--- src/hw/rtl/h2r_pkg.sv ---
// Shared types and constants for the HSL to RGB converter.
`default_nettype none

package h2r_pkg;

  // One input transaction: hue in whole degrees, saturation and lightness in Q1.16.
  typedef struct packed {
    logic [8:0]  hue_deg;
    logic [16:0] saturation;
    logic [16:0] lightness;
  } in_t;

  // One result transaction: 8-bit RGB triple.
  typedef struct packed {
    logic [7:0] red;
    logic [7:0] green;
    logic [7:0] blue;
  } out_t;

  localparam int unsigned N_W = 40;

  localparam logic [16:0] Q_ONE  = 17'h10000;
  localparam logic [16:0] Q_HALF = 17'h08000;

  localparam logic [8:0] FULL_TURN = 9'd360;
  localparam logic [8:0] DEG_60    = 9'd60;
  localparam logic [8:0] DEG_120   = 9'd120;
  localparam logic [8:0] DEG_180   = 9'd180;
  localparam logic [8:0] DEG_240   = 9'd240;
  localparam logic [8:0] DEG_300   = 9'd300;

  // 60-degree hue sectors.
  localparam logic [2:0] SEC_RED_YEL  = 3'd0;
  localparam logic [2:0] SEC_YEL_GRN  = 3'd1;
  localparam logic [2:0] SEC_GRN_CYAN = 3'd2;
  localparam logic [2:0] SEC_CYAN_BLU = 3'd3;
  localparam logic [2:0] SEC_BLU_MAG  = 3'd4;
  localparam logic [2:0] SEC_MAG_RED  = 3'd5;

  localparam logic [7:0] CHAN_MAX = 8'd255;

endpackage

`default_nettype wire

--- src/hw/rtl/h2r_chan_scale.sv ---
// Final scaling of one channel numerator to an 8-bit value with clamping.
`default_nettype none

module h2r_chan_scale (
  input  wire logic [h2r_pkg::N_W-1:0] num,
  output logic [7:0]                   chan
);

  // The value is floor(17 * num / 2^35), since 255 / 60 reduces to 17 / 4.
  logic [h2r_pkg::N_W+4:0] prod;
  logic [9:0]              level;

  assign prod  = {num, 4'b0000} + {5'b00000, num};
  assign level = prod[h2r_pkg::N_W+4:h2r_pkg::N_W-5];
  assign chan  = (level > {2'b00, h2r_pkg::CHAN_MAX}) ? h2r_pkg::CHAN_MAX : level[7:0];

endmodule

`default_nettype wire

--- src/hw/rtl/hsl_to_rgb_converter_unit.sv ---
// Top level of the pipelined HSL to RGB converter.
`default_nettype none

// HSL to RGB converter. Each input transaction carries a hue in whole degrees
// (360 to 511 wrap by one turn), a saturation and a lightness in unsigned Q1.16
// (values above 65536 saturate to 1.0). Each one yields exactly one RGB
// transaction with 8-bit channels equal to floor((channel + m) * 255), computed
// exactly in integer arithmetic with no intermediate rounding. The datapath is
// a five-stage pipeline: operand conditioning and sector decode, the 17x17
// chroma multiply, the secondary weight multiply, the channel numerator sums,
// and the final scale and clamp into the output register. out_valid rises once a
// transaction has passed stage registers 1 to 4 into the output register, and
// one transaction is accepted every clock while in_stall is low. When out_stall
// holds a waiting result, the whole pipeline freezes and in_stall is raised in
// the same cycle, so nothing is dropped or repeated. Reset clears the valid
// bits only.
module hsl_to_rgb_converter_unit (
  input  wire logic           clk,
  input  wire logic           rst_n,
  input  wire logic           in_valid,
  output logic                in_stall,
  input  wire h2r_pkg::in_t   in_data,
  output logic                out_valid,
  input  wire logic           out_stall,
  output h2r_pkg::out_t       out_data
);

  // Stage valid bits.
  logic v1_r, v2_r, v3_r, v4_r, out_valid_r;

  // The pipeline moves as one unit whenever the output register is free or taken.
  logic advance;
  assign advance  = !out_valid_r || !out_stall;
  assign in_stall = !advance;

  // Stage 1: clamp the operands, wrap the hue, find the sector and the chroma
  // factor a = 1 - |2L - 1| in Q1.16.
  logic [16:0] s_nxt, l_nxt, a_nxt;
  logic [17:0] a_wide;
  logic [8:0]  h_nxt;
  logic [2:0]  sec_nxt;

  logic [16:0] s1_r, l1_r, a1_r;
  logic [8:0]  h1_r;
  logic [2:0]  sec1_r;

  always_comb begin
    s_nxt = (in_data.saturation > h2r_pkg::Q_ONE) ? h2r_pkg::Q_ONE : in_data.saturation;
    l_nxt = (in_data.lightness > h2r_pkg::Q_ONE) ? h2r_pkg::Q_ONE : in_data.lightness;
    h_nxt = (in_data.hue_deg >= h2r_pkg::FULL_TURN) ?
            (in_data.hue_deg - h2r_pkg::FULL_TURN) : in_data.hue_deg;

    // Below half lightness the factor is 2L, above it 2 - 2L.
    if (l_nxt <= h2r_pkg::Q_HALF) begin
      a_wide = {l_nxt, 1'b0};
    end else begin
      a_wide = 18'h20000 - {l_nxt, 1'b0};
    end
    a_nxt = a_wide[16:0];

    if (h_nxt < h2r_pkg::DEG_60) begin
      sec_nxt = h2r_pkg::SEC_RED_YEL;
    end else if (h_nxt < h2r_pkg::DEG_120) begin
      sec_nxt = h2r_pkg::SEC_YEL_GRN;
    end else if (h_nxt < h2r_pkg::DEG_180) begin
      sec_nxt = h2r_pkg::SEC_GRN_CYAN;
    end else if (h_nxt < h2r_pkg::DEG_240) begin
      sec_nxt = h2r_pkg::SEC_CYAN_BLU;
    end else if (h_nxt < h2r_pkg::DEG_300) begin
      sec_nxt = h2r_pkg::SEC_BLU_MAG;
    end else begin
      sec_nxt = h2r_pkg::SEC_MAG_RED;
    end
  end

  // Stage 2: chroma numerator cn = a * S with scale 2^32, and the triangle
  // weight k in 0..60 that shapes the secondary component.
  logic [33:0] cn_prod;
  logic [32:0] cn_nxt;
  logic [8:0]  k_wide;
  logic [5:0]  k_nxt;

  logic [32:0] cn2_r;
  logic [16:0] l2_r;
  logic [5:0]  k2_r;
  logic [2:0]  sec2_r;

  always_comb begin
    cn_prod = a1_r * s1_r;
    cn_nxt  = cn_prod[32:0];
    case (sec1_r)
      h2r_pkg::SEC_RED_YEL:  k_wide = h1_r;
      h2r_pkg::SEC_YEL_GRN:  k_wide = h2r_pkg::DEG_120 - h1_r;
      h2r_pkg::SEC_GRN_CYAN: k_wide = h1_r - h2r_pkg::DEG_120;
      h2r_pkg::SEC_CYAN_BLU: k_wide = h2r_pkg::DEG_240 - h1_r;
      h2r_pkg::SEC_BLU_MAG:  k_wide = h1_r - h2r_pkg::DEG_240;
      h2r_pkg::SEC_MAG_RED:  k_wide = h2r_pkg::FULL_TURN - h1_r;
      default:               k_wide = '0;
    endcase
    k_nxt = k_wide[5:0];
  end

  // Stage 3: Z = 2^17 * L - cn (never negative for clamped operands) and the
  // secondary term 2k * cn.
  logic [33:0]              z_nxt;
  logic [h2r_pkg::N_W-1:0]  xw_nxt;

  logic [33:0]              z3_r;
  logic [32:0]              cn3_r;
  logic [h2r_pkg::N_W-1:0]  xw3_r;
  logic [2:0]               sec3_r;

  always_comb begin
    z_nxt  = {l2_r, 17'b0} - {1'b0, cn2_r};
    xw_nxt = {7'b0, cn2_r} * {33'b0, k2_r, 1'b0};
  end

  // Stage 4: channel numerators N = 60 * Z + w * cn, where w is 120 for the
  // chroma channel, 2k for the secondary one and zero for the remaining one.
  logic [h2r_pkg::N_W-1:0] z60, c120;
  logic [h2r_pkg::N_W-1:0] nc_nxt, nx_nxt;

  logic [h2r_pkg::N_W-1:0] nc4_r, nx4_r, nz4_r;
  logic [2:0]              sec4_r;

  always_comb begin
    z60    = {z3_r, 6'b0} - {4'b0, z3_r, 2'b0};
    c120   = {cn3_r, 7'b0} - {4'b0, cn3_r, 3'b0};
    nc_nxt = z60 + c120;
    nx_nxt = z60 + xw3_r;
  end

  // Stage 5: place the three numerators on red, green and blue by sector,
  // then scale and clamp each into the output register.
  logic [h2r_pkg::N_W-1:0] nr, ng, nb;
  logic [7:0]              red_nxt, green_nxt, blue_nxt;
  h2r_pkg::out_t           out_data_r;

  always_comb begin
    case (sec4_r)
      h2r_pkg::SEC_RED_YEL: begin
        nr = nc4_r; ng = nx4_r; nb = nz4_r;
      end
      h2r_pkg::SEC_YEL_GRN: begin
        nr = nx4_r; ng = nc4_r; nb = nz4_r;
      end
      h2r_pkg::SEC_GRN_CYAN: begin
        nr = nz4_r; ng = nc4_r; nb = nx4_r;
      end
      h2r_pkg::SEC_CYAN_BLU: begin
        nr = nz4_r; ng = nx4_r; nb = nc4_r;
      end
      h2r_pkg::SEC_BLU_MAG: begin
        nr = nx4_r; ng = nz4_r; nb = nc4_r;
      end
      default: begin
        nr = nc4_r; ng = nz4_r; nb = nx4_r;
      end
    endcase
  end

  h2r_chan_scale u_scale_red   (.num(nr), .chan(red_nxt));
  h2r_chan_scale u_scale_green (.num(ng), .chan(green_nxt));
  h2r_chan_scale u_scale_blue  (.num(nb), .chan(blue_nxt));

  // Valid bits follow the data and hold while the pipeline is frozen.
  always_ff @(posedge clk) begin
    if (!rst_n) begin
      v1_r        <= 1'b0;
      v2_r        <= 1'b0;
      v3_r        <= 1'b0;
      v4_r        <= 1'b0;
      out_valid_r <= 1'b0;
    end else if (advance) begin
      v1_r        <= in_valid;
      v2_r        <= v1_r;
      v3_r        <= v2_r;
      v4_r        <= v3_r;
      out_valid_r <= v4_r;
    end
  end

  // Payload registers carry no reset.
  always_ff @(posedge clk) begin
    if (advance) begin
      s1_r   <= s_nxt;
      l1_r   <= l_nxt;
      a1_r   <= a_nxt;
      h1_r   <= h_nxt;
      sec1_r <= sec_nxt;

      cn2_r  <= cn_nxt;
      l2_r   <= l1_r;
      k2_r   <= k_nxt;
      sec2_r <= sec1_r;

      z3_r   <= z_nxt;
      cn3_r  <= cn2_r;
      xw3_r  <= xw_nxt;
      sec3_r <= sec2_r;

      nc4_r  <= nc_nxt;
      nx4_r  <= nx_nxt;
      nz4_r  <= z60;
      sec4_r <= sec3_r;

      out_data_r.red   <= red_nxt;
      out_data_r.green <= green_nxt;
      out_data_r.blue  <= blue_nxt;
    end
  end

  assign out_valid = out_valid_r;
  assign out_data  = out_data_r;

endmodule

`default_nettype wire

--- config.mk ---
export PLATFORM = sky130hd
export DESIGN_NAME = hsl_to_rgb_converter_unit
export DESIGN_NICKNAME = d
export VERILOG_FILES = /design/src/hw/rtl/h2r_pkg.sv /design/src/hw/rtl/h2r_chan_scale.sv /design/src/hw/rtl/hsl_to_rgb_converter_unit.sv
export SDC_FILE = /design/constraint.sdc
export NUM_CORES = 2
export LEC_CHECK = 0
export BUFFER_PORTS_ARGS = -buffer_cell sky130_fd_sc_hd__buf_2
export CAP_MARGIN = 20
export CORE_MARGIN = 2
export CORE_UTILIZATION = 55
export DETAILED_ROUTE_END_ITERATION = 7
export GPL_TIMING_DRIVEN = 0
export PLACE_DENSITY = 0.83
export SLEW_MARGIN = 15
export SYNTH_ARGS = -nofsm -noshare
export SYNTH_HDL_FRONTEND = slang
export SYNTH_SLANG_ARGS = --single-unit
--- constraint.sdc ---
create_clock -name clk -period 13.14 [get_ports clk]
set_clock_uncertainty 0.05 [all_clocks]
set_input_delay 0.657 -clock clk [delete_from_list [all_inputs] [get_ports clk]]
set_output_delay 0.657 -clock clk [all_outputs]
set_load 0.05 [all_outputs]
* After elaboration in Yosys (flattened, before gate mapping)
Cells that the tools add are included.
** Operators by class
- Add/subtract/negate cells :: 15
- $mul :: 2
- Magnitude comparators :: 12
- Equal/unequal tests :: 9
- Multiplexer cells :: 11
- Reductions and logical operators :: 14
** Operators with widths (number)
- $pmux 40 s2 :: 3
- $add 44x40->45 :: 3
- $add 40x40->40 :: 2
- $sub 40x36->40 :: 2
- $mul 33x6->39 :: 1
- $pmux 6 s6 :: 1
- $gt 17x17->1 const B :: 2
- $mux 17 :: 2
- $sub 34x33->34 :: 1
- $mul 17x17->33 :: 1
- $gt 10x8->1 const B :: 3
- $lt 9x8->1 const B :: 2
- $sub 6x6->6 const A :: 3
- $le 17x16->1 const B :: 1
- $sub 1x17->17 const A :: 1
- $reduce_or 2->1 :: 7
- $eq 3x2->1 const B :: 4
- $sub 6x6->6 const B :: 2
- $eq 3x3->1 const B :: 3
- $ge 9x9->1 const B :: 1
- $lt 9x6->1 const B :: 1
- $lt 9x7->1 const B :: 1
- $lt 9x9->1 const B :: 1
- $mux 9 :: 1
- 8 further kinds :: 14
** Word-level totals
- Register bits :: 380
- Bits of input ports :: 47
- Word-level logic and storage cells :: 91

* Depth between registers and ports, before layout
- Word-level depth :: 7
- Gate-level depth with buffers :: 25
- Mapped depth without buffers :: 24

* Cells and area by module
A second synthesis with hierarchy kept.
** Unflattened totals
- Cells, all modules :: 4442
- Area, all modules :: 40955.5 um2
** By module, submodules not included
- hsl_to_rgb_converter_unit :: times used 1, cells each 3833, area an instance 36616.4 um2, seq. area each 10880.4 um2
- h2r_chan_scale :: times used 3, cells each 203, area an instance 1446.4 um2, seq. area each 0.0 um2

* Least setup slack after synthesis
No wires, ideal clock.
- Path type :: input to register
- From :: in out_stall
- To :: reg out_valid_r, in the netlist out_valid
- Arrival :: 12.114 ns
- Required time :: 12.956 ns
- Path slack :: 0.842 ns
- Stages on the path :: 3
- Buffers on the path :: 0
- Path through :: nand2_1 inv_1 o21a_1
** Between the ends
- Word-level cells in the longest chain between the ends :: 2
** Ends and longest elaborated chain
- from (decl) :: line hsl_to_rgb_converter_unit.sv:24 : input wire logic out_stall,
- $logic_not 1->1 :: line hsl_to_rgb_converter_unit.sv:33 : assign advance = !out_valid_r || !out_stall;
- $logic_or 1x1->1 :: line hsl_to_rgb_converter_unit.sv:33
- to (signal assigned) :: line hsl_to_rgb_converter_unit.sv:179 : out_valid_r <= v4_r;
- to (decl) :: line hsl_to_rgb_converter_unit.sv:29 : logic v1_r, v2_r, v3_r, v4_r, out_valid_r;
No other way between the ends.
A chain may end at the register's enable or synchronous reset.

* Final worst setup path
- From :: reg a1_r[11]
- To :: reg cn2_r[32], data pin
** Between the ends
- Word-level cells in the longest chain between the ends :: 1
** Ends and longest elaborated chain
- from (decl) :: line hsl_to_rgb_converter_unit.sv:43 : logic [16:0] s1_r, l1_r, a1_r;
- from (signal assigned) :: line hsl_to_rgb_converter_unit.sv:188 : a1_r <= a_nxt;
- $mul 17x17->33 :: line hsl_to_rgb_converter_unit.sv:89 : cn_prod = a1_r * s1_r;
- named net cn_prod[32] :: line hsl_to_rgb_converter_unit.sv:78 : logic [33:0] cn_prod;
- to (signal assigned) :: line hsl_to_rgb_converter_unit.sv:192 : cn2_r <= cn_nxt;
- to (decl) :: line hsl_to_rgb_converter_unit.sv:83 : logic [32:0] cn2_r;
The timed path passes the listed nets, and every way through them passes these cells.

==> metrics.md <==
| Metric | Value |
|---|---|
| Outcome | `finished, final reports clean` |
| Post-Syn Nets | `4969` |
| Final HPWL DP | `between 80000 and 90000 µm` |
| Register area share after synthesis | `roughly 28%` |
| TritonCTS clock tree | `done` |
| Cts repair resizes | `0` |
| Die ar. | `between 70000 and 80000 µm²` |
| Max_slew headroom | `9.32%` |
| Ys Warns | `0` |
| Row cnt | `97` |
| Die H | `~270 µm` |
| Reg-to-Reg Start | `a1_r[11]` |
| Hold Path Class | `in2reg` |
| Root Buffer Master | `clkbuf_16` |
| Post-route insts no fill | `approximately 5300` |
| Worst skew pair latency | `a little under 0.6 ns` |
| Critical Path RT | `~13 ns` |
| Core Region | `approximately 70000 µm²` |
| Sink Count | `around 360` |
| Crit path launch | `a1_r[11]` |
| Yosys cell types | `76` |
| Cts hold-fix bufs | `0` |
| Initial DRC count | `2257` |
| Top cell by count, worst path | `fa_1` |
| Kind of critical path | `reg2reg` |
| Crit-path cells | `clkbuf_1 -> nand2_1 -> fa_1 -> fa_1 -> fa_1 -> inv_1 -> fa_1 -> fa_1 -> inv_1 -> fa_1 -> inv_1 -> ha_1 -> a21o_1 -> a21o_1 -> a21o_1 -> a2bb2oi_1 -> o31ai_1 -> and3_1 -> o41ai_1 -> o2111ai_1 -> a21oi_1 -> xnor2_1` |
| Final min period | `around 7.5 ns` |
| Crit Path Max Fanout | `10` |
| EDFF count, synth | `roughly 360` |
| Ys flop type | `edfxtp_1` |
| Buf/Inv on CP | `4` |
| Starting Density | `a little under three fifths` |
| Initial antenna violation count | `0` |
| DR WL/cell | `~19 µm` |
| Hold Violations, Final | `0` |
| DR WL met2 | `48600 µm` |
| FMAX | `134 MHz` |
| Worst-Margin Slew | `around 1.3 ns` |
| Fill count | `slightly below 6000` |
| RD Place Congestion | `1.00` |
| Layout cells sized above 1 | `3.85%` |
| Post-Route WL | `99600 µm` |
| Met3 wire len | `6170 µm` |
| DRC | `0` |
| Gr usage total | `approximately 27%` |
| Fin. max-slew vios | `0` |
| Placed Cells | `about 5200` |
| Die extent in x | `about 270 µm` |
| CP max stage delay | `0.60 ns` |
| Final-stage net count | `approximately 5100` |
| Top-area cell type share of the netlist area | `a little over a quarter` |
| Overflow after GRT | `0` |
| I/O pins | `73` |
| Hold path start | `in_data[34]` |
| Post-CTS Setup Inserts | `0` |
| Crit share post-route | `a little under three fifths` |
| DR pass1 iterations | `8` |
| Max Buffers Root-to-Sink | `3` |
| Nature of the critical path endpoint | `flip-flop` |
| Area Growth Syn to Fin | `7.84%` |
| Met1 WL | `~39000 µm` |
| Syn Area/Cell | `~9.4 µm²` |
| Final count of negative-setup-slack endpoints | `0` |
| Ys async rst share | `0%` |
| Cell taking the most area after synthesis | `edfxtp_1` |
| Final worst slack | `approximately 5.7 ns` |
| Synth Register Bits | `364` |
| Final core occ | `about three fifths` |
| Most frequent cells in the layout | `603 x nand2_1, 578 x inv_1, 380 x ha_1` |
| CP top delay family | `adder cells` |
| H-tree depth | `2` |
| Worst-path clk slew | `roughly 0.06 ns` |
| Slowest cell on crit path | `fa_1` |
| Number of max-cap violations | `0` |
| TritonCTS Buffers | `42` |
| Startpoint Class | `flip-flop` |
| DRT antenna net count | `0` |
| First-pass GRT wire length | `about 160000 µm` |
| Syn Std Cell Area | `roughly 39000 µm²` |
| Most common cell after layout, fill and taps aside | `nand2_1` |
| Diodes inserted | `0` |
| Highest routed layer | `met4` |
| Unrepaired setup endpoints after global routing | `no` |
| Mapped Cells | `4184` |
| CP arrival | `approximately 7.7 ns` |
| Post-DR vias/cell | `just under 6` |
| Number of I/O port buffers | `71` |
| Largest net degree at the start of global routing | `68` |
| Vias in the first global route | `30709` |
| Post-place setup slack | `a little under 6 ns` |
| R2R Setup Slk | `~5.7 ns` |
| Top cells by area, synth | `edfxtp_1 27%, fa_1 18%, ha_1 12%` |
| Via Count | `30777` |
[state kept, by name, indices dropped and copies added (netlist names), 15 cells and up]
register,count
s1_r,17
l1_r,17
z3_r,33
nz4_r,36
xw3_r,38
cn3_r,31
a1_r,15
nc4_r,37
l2_r,17
nx4_r,38
cn2_r,32
out_data,24
[cells in the mapped netlist (7+ instances only)]
| master | number |
|---|---|
| o31ai_1 | 11 |
| nand2_1 | 604 |
| a21boi_0 | 12 |
| xnor2_1 | 160 |
| nor2b_1 | 58 |
| nand2b_1 | 26 |
| a22oi_1 | 59 |
| edfxtp_1 | 359 |
| and2_1 | 159 |
| nand3b_1 | 7 |
| o211ai_1 | 10 |
| fa_1 | 358 |
| o22ai_1 | 17 |
| and3_1 | 22 |
| o21ai_0 | 138 |
| a21o_1 | 135 |
| o21a_1 | 24 |
| nor4_1 | 12 |
| a21oi_1 | 236 |
| buf_1 | 8 |
| inv_1 | 578 |
| ha_1 | 380 |
| nor2_1 | 196 |
| o21bai_1 | 44 |
| a221oi_1 | 8 |
| or2_2 | 14 |
| a211oi_1 | 20 |
| a22o_1 | 38 |
| clkbuf_1 | 122 |
| nor3_1 | 48 |
| nand4_1 | 28 |
| a211o_1 | 12 |
| a31oi_1 | 23 |
| nand3_1 | 39 |
| mux2i_1 | 42 |
| xor2_1 | 65 |
| or3_1 | 17 |
[stage by stage]
step | area [µm²] | hold WS [ns] | setup TNS, ns
global placement | 40800 | 0.353 | -0.743
detailed placement | 41000 | 0.355 | 0
CTS | 42300 | 0.206 | 0
floorplan | 39300 | 0.350 | 0
global route | 42300 | 0.210 | 0
finish | 42300 | 0.234 | 0
[logic make-up after synthesis]
kind of cell	Yosys count	synth area share, %
flip-flops	364	27.7
multiplexers	44	1.13
adder cells (fa/ha/maj)	739	30.4
XOR/XNOR	226	5.06
AO/OA/AOI/OAI	852	14.3
AND/OR/NAND/NOR	1249	14.7
buffers and inverters	710	6.79
[worst reg2reg max path: stages, from the launching register on]
cell,delay [ns]
edfxtp_1,0.56
clkbuf_1,0.55
nand2_1,0.18
fa_1,0.60
fa_1,0.44
fa_1,0.54
inv_1,0.06
fa_1,0.47
fa_1,0.54
inv_1,0.05
fa_1,0.52
inv_1,0.04
ha_1,0.35
a21o_1,0.20
a21o_1,0.18
a21o_1,0.20
a2bb2oi_1,0.13
o31ai_1,0.19
and3_1,0.25
o41ai_1,0.60
o2111ai_1,0.22
a21oi_1,0.20
xnor2_1,0.09
[area by class of cell]
cell class	count	area (µm²)	share of cell area, %
timing repair buffer	77	513	1.21
sequential	364	10900	25.7
clock buffer	49	1100	2.59
inverter	578	2170	5.12
multi-input combinational	3110	25700	60.7
buffer	132	498	1.18
tap	940	1180	2.78
clock inverter	25	283	0.668
[layer usage]
layer	GRT usage (%)	up-vias
met5	0	-
met4	14.2	0
met3	3.41	301
met2	47.4	1190
met1	32.9	14840
li1	-	14446
[path summary, 6_finish.rpt]
| kind | to | cells past startpoint |
|---|---|---|
| worst max-delay path | cn2_r[32] | 22 |
| worst min-delay path | h1_r[0] | 1 |
| worst max register to register | cn2_r[32] | 22 |
| worst min register to register | l2_r[2] | 0 |
Power is left out: the tool's default activity adds up to more than one toggle a clock period on the data nets, which glitch-free logic cannot reach.
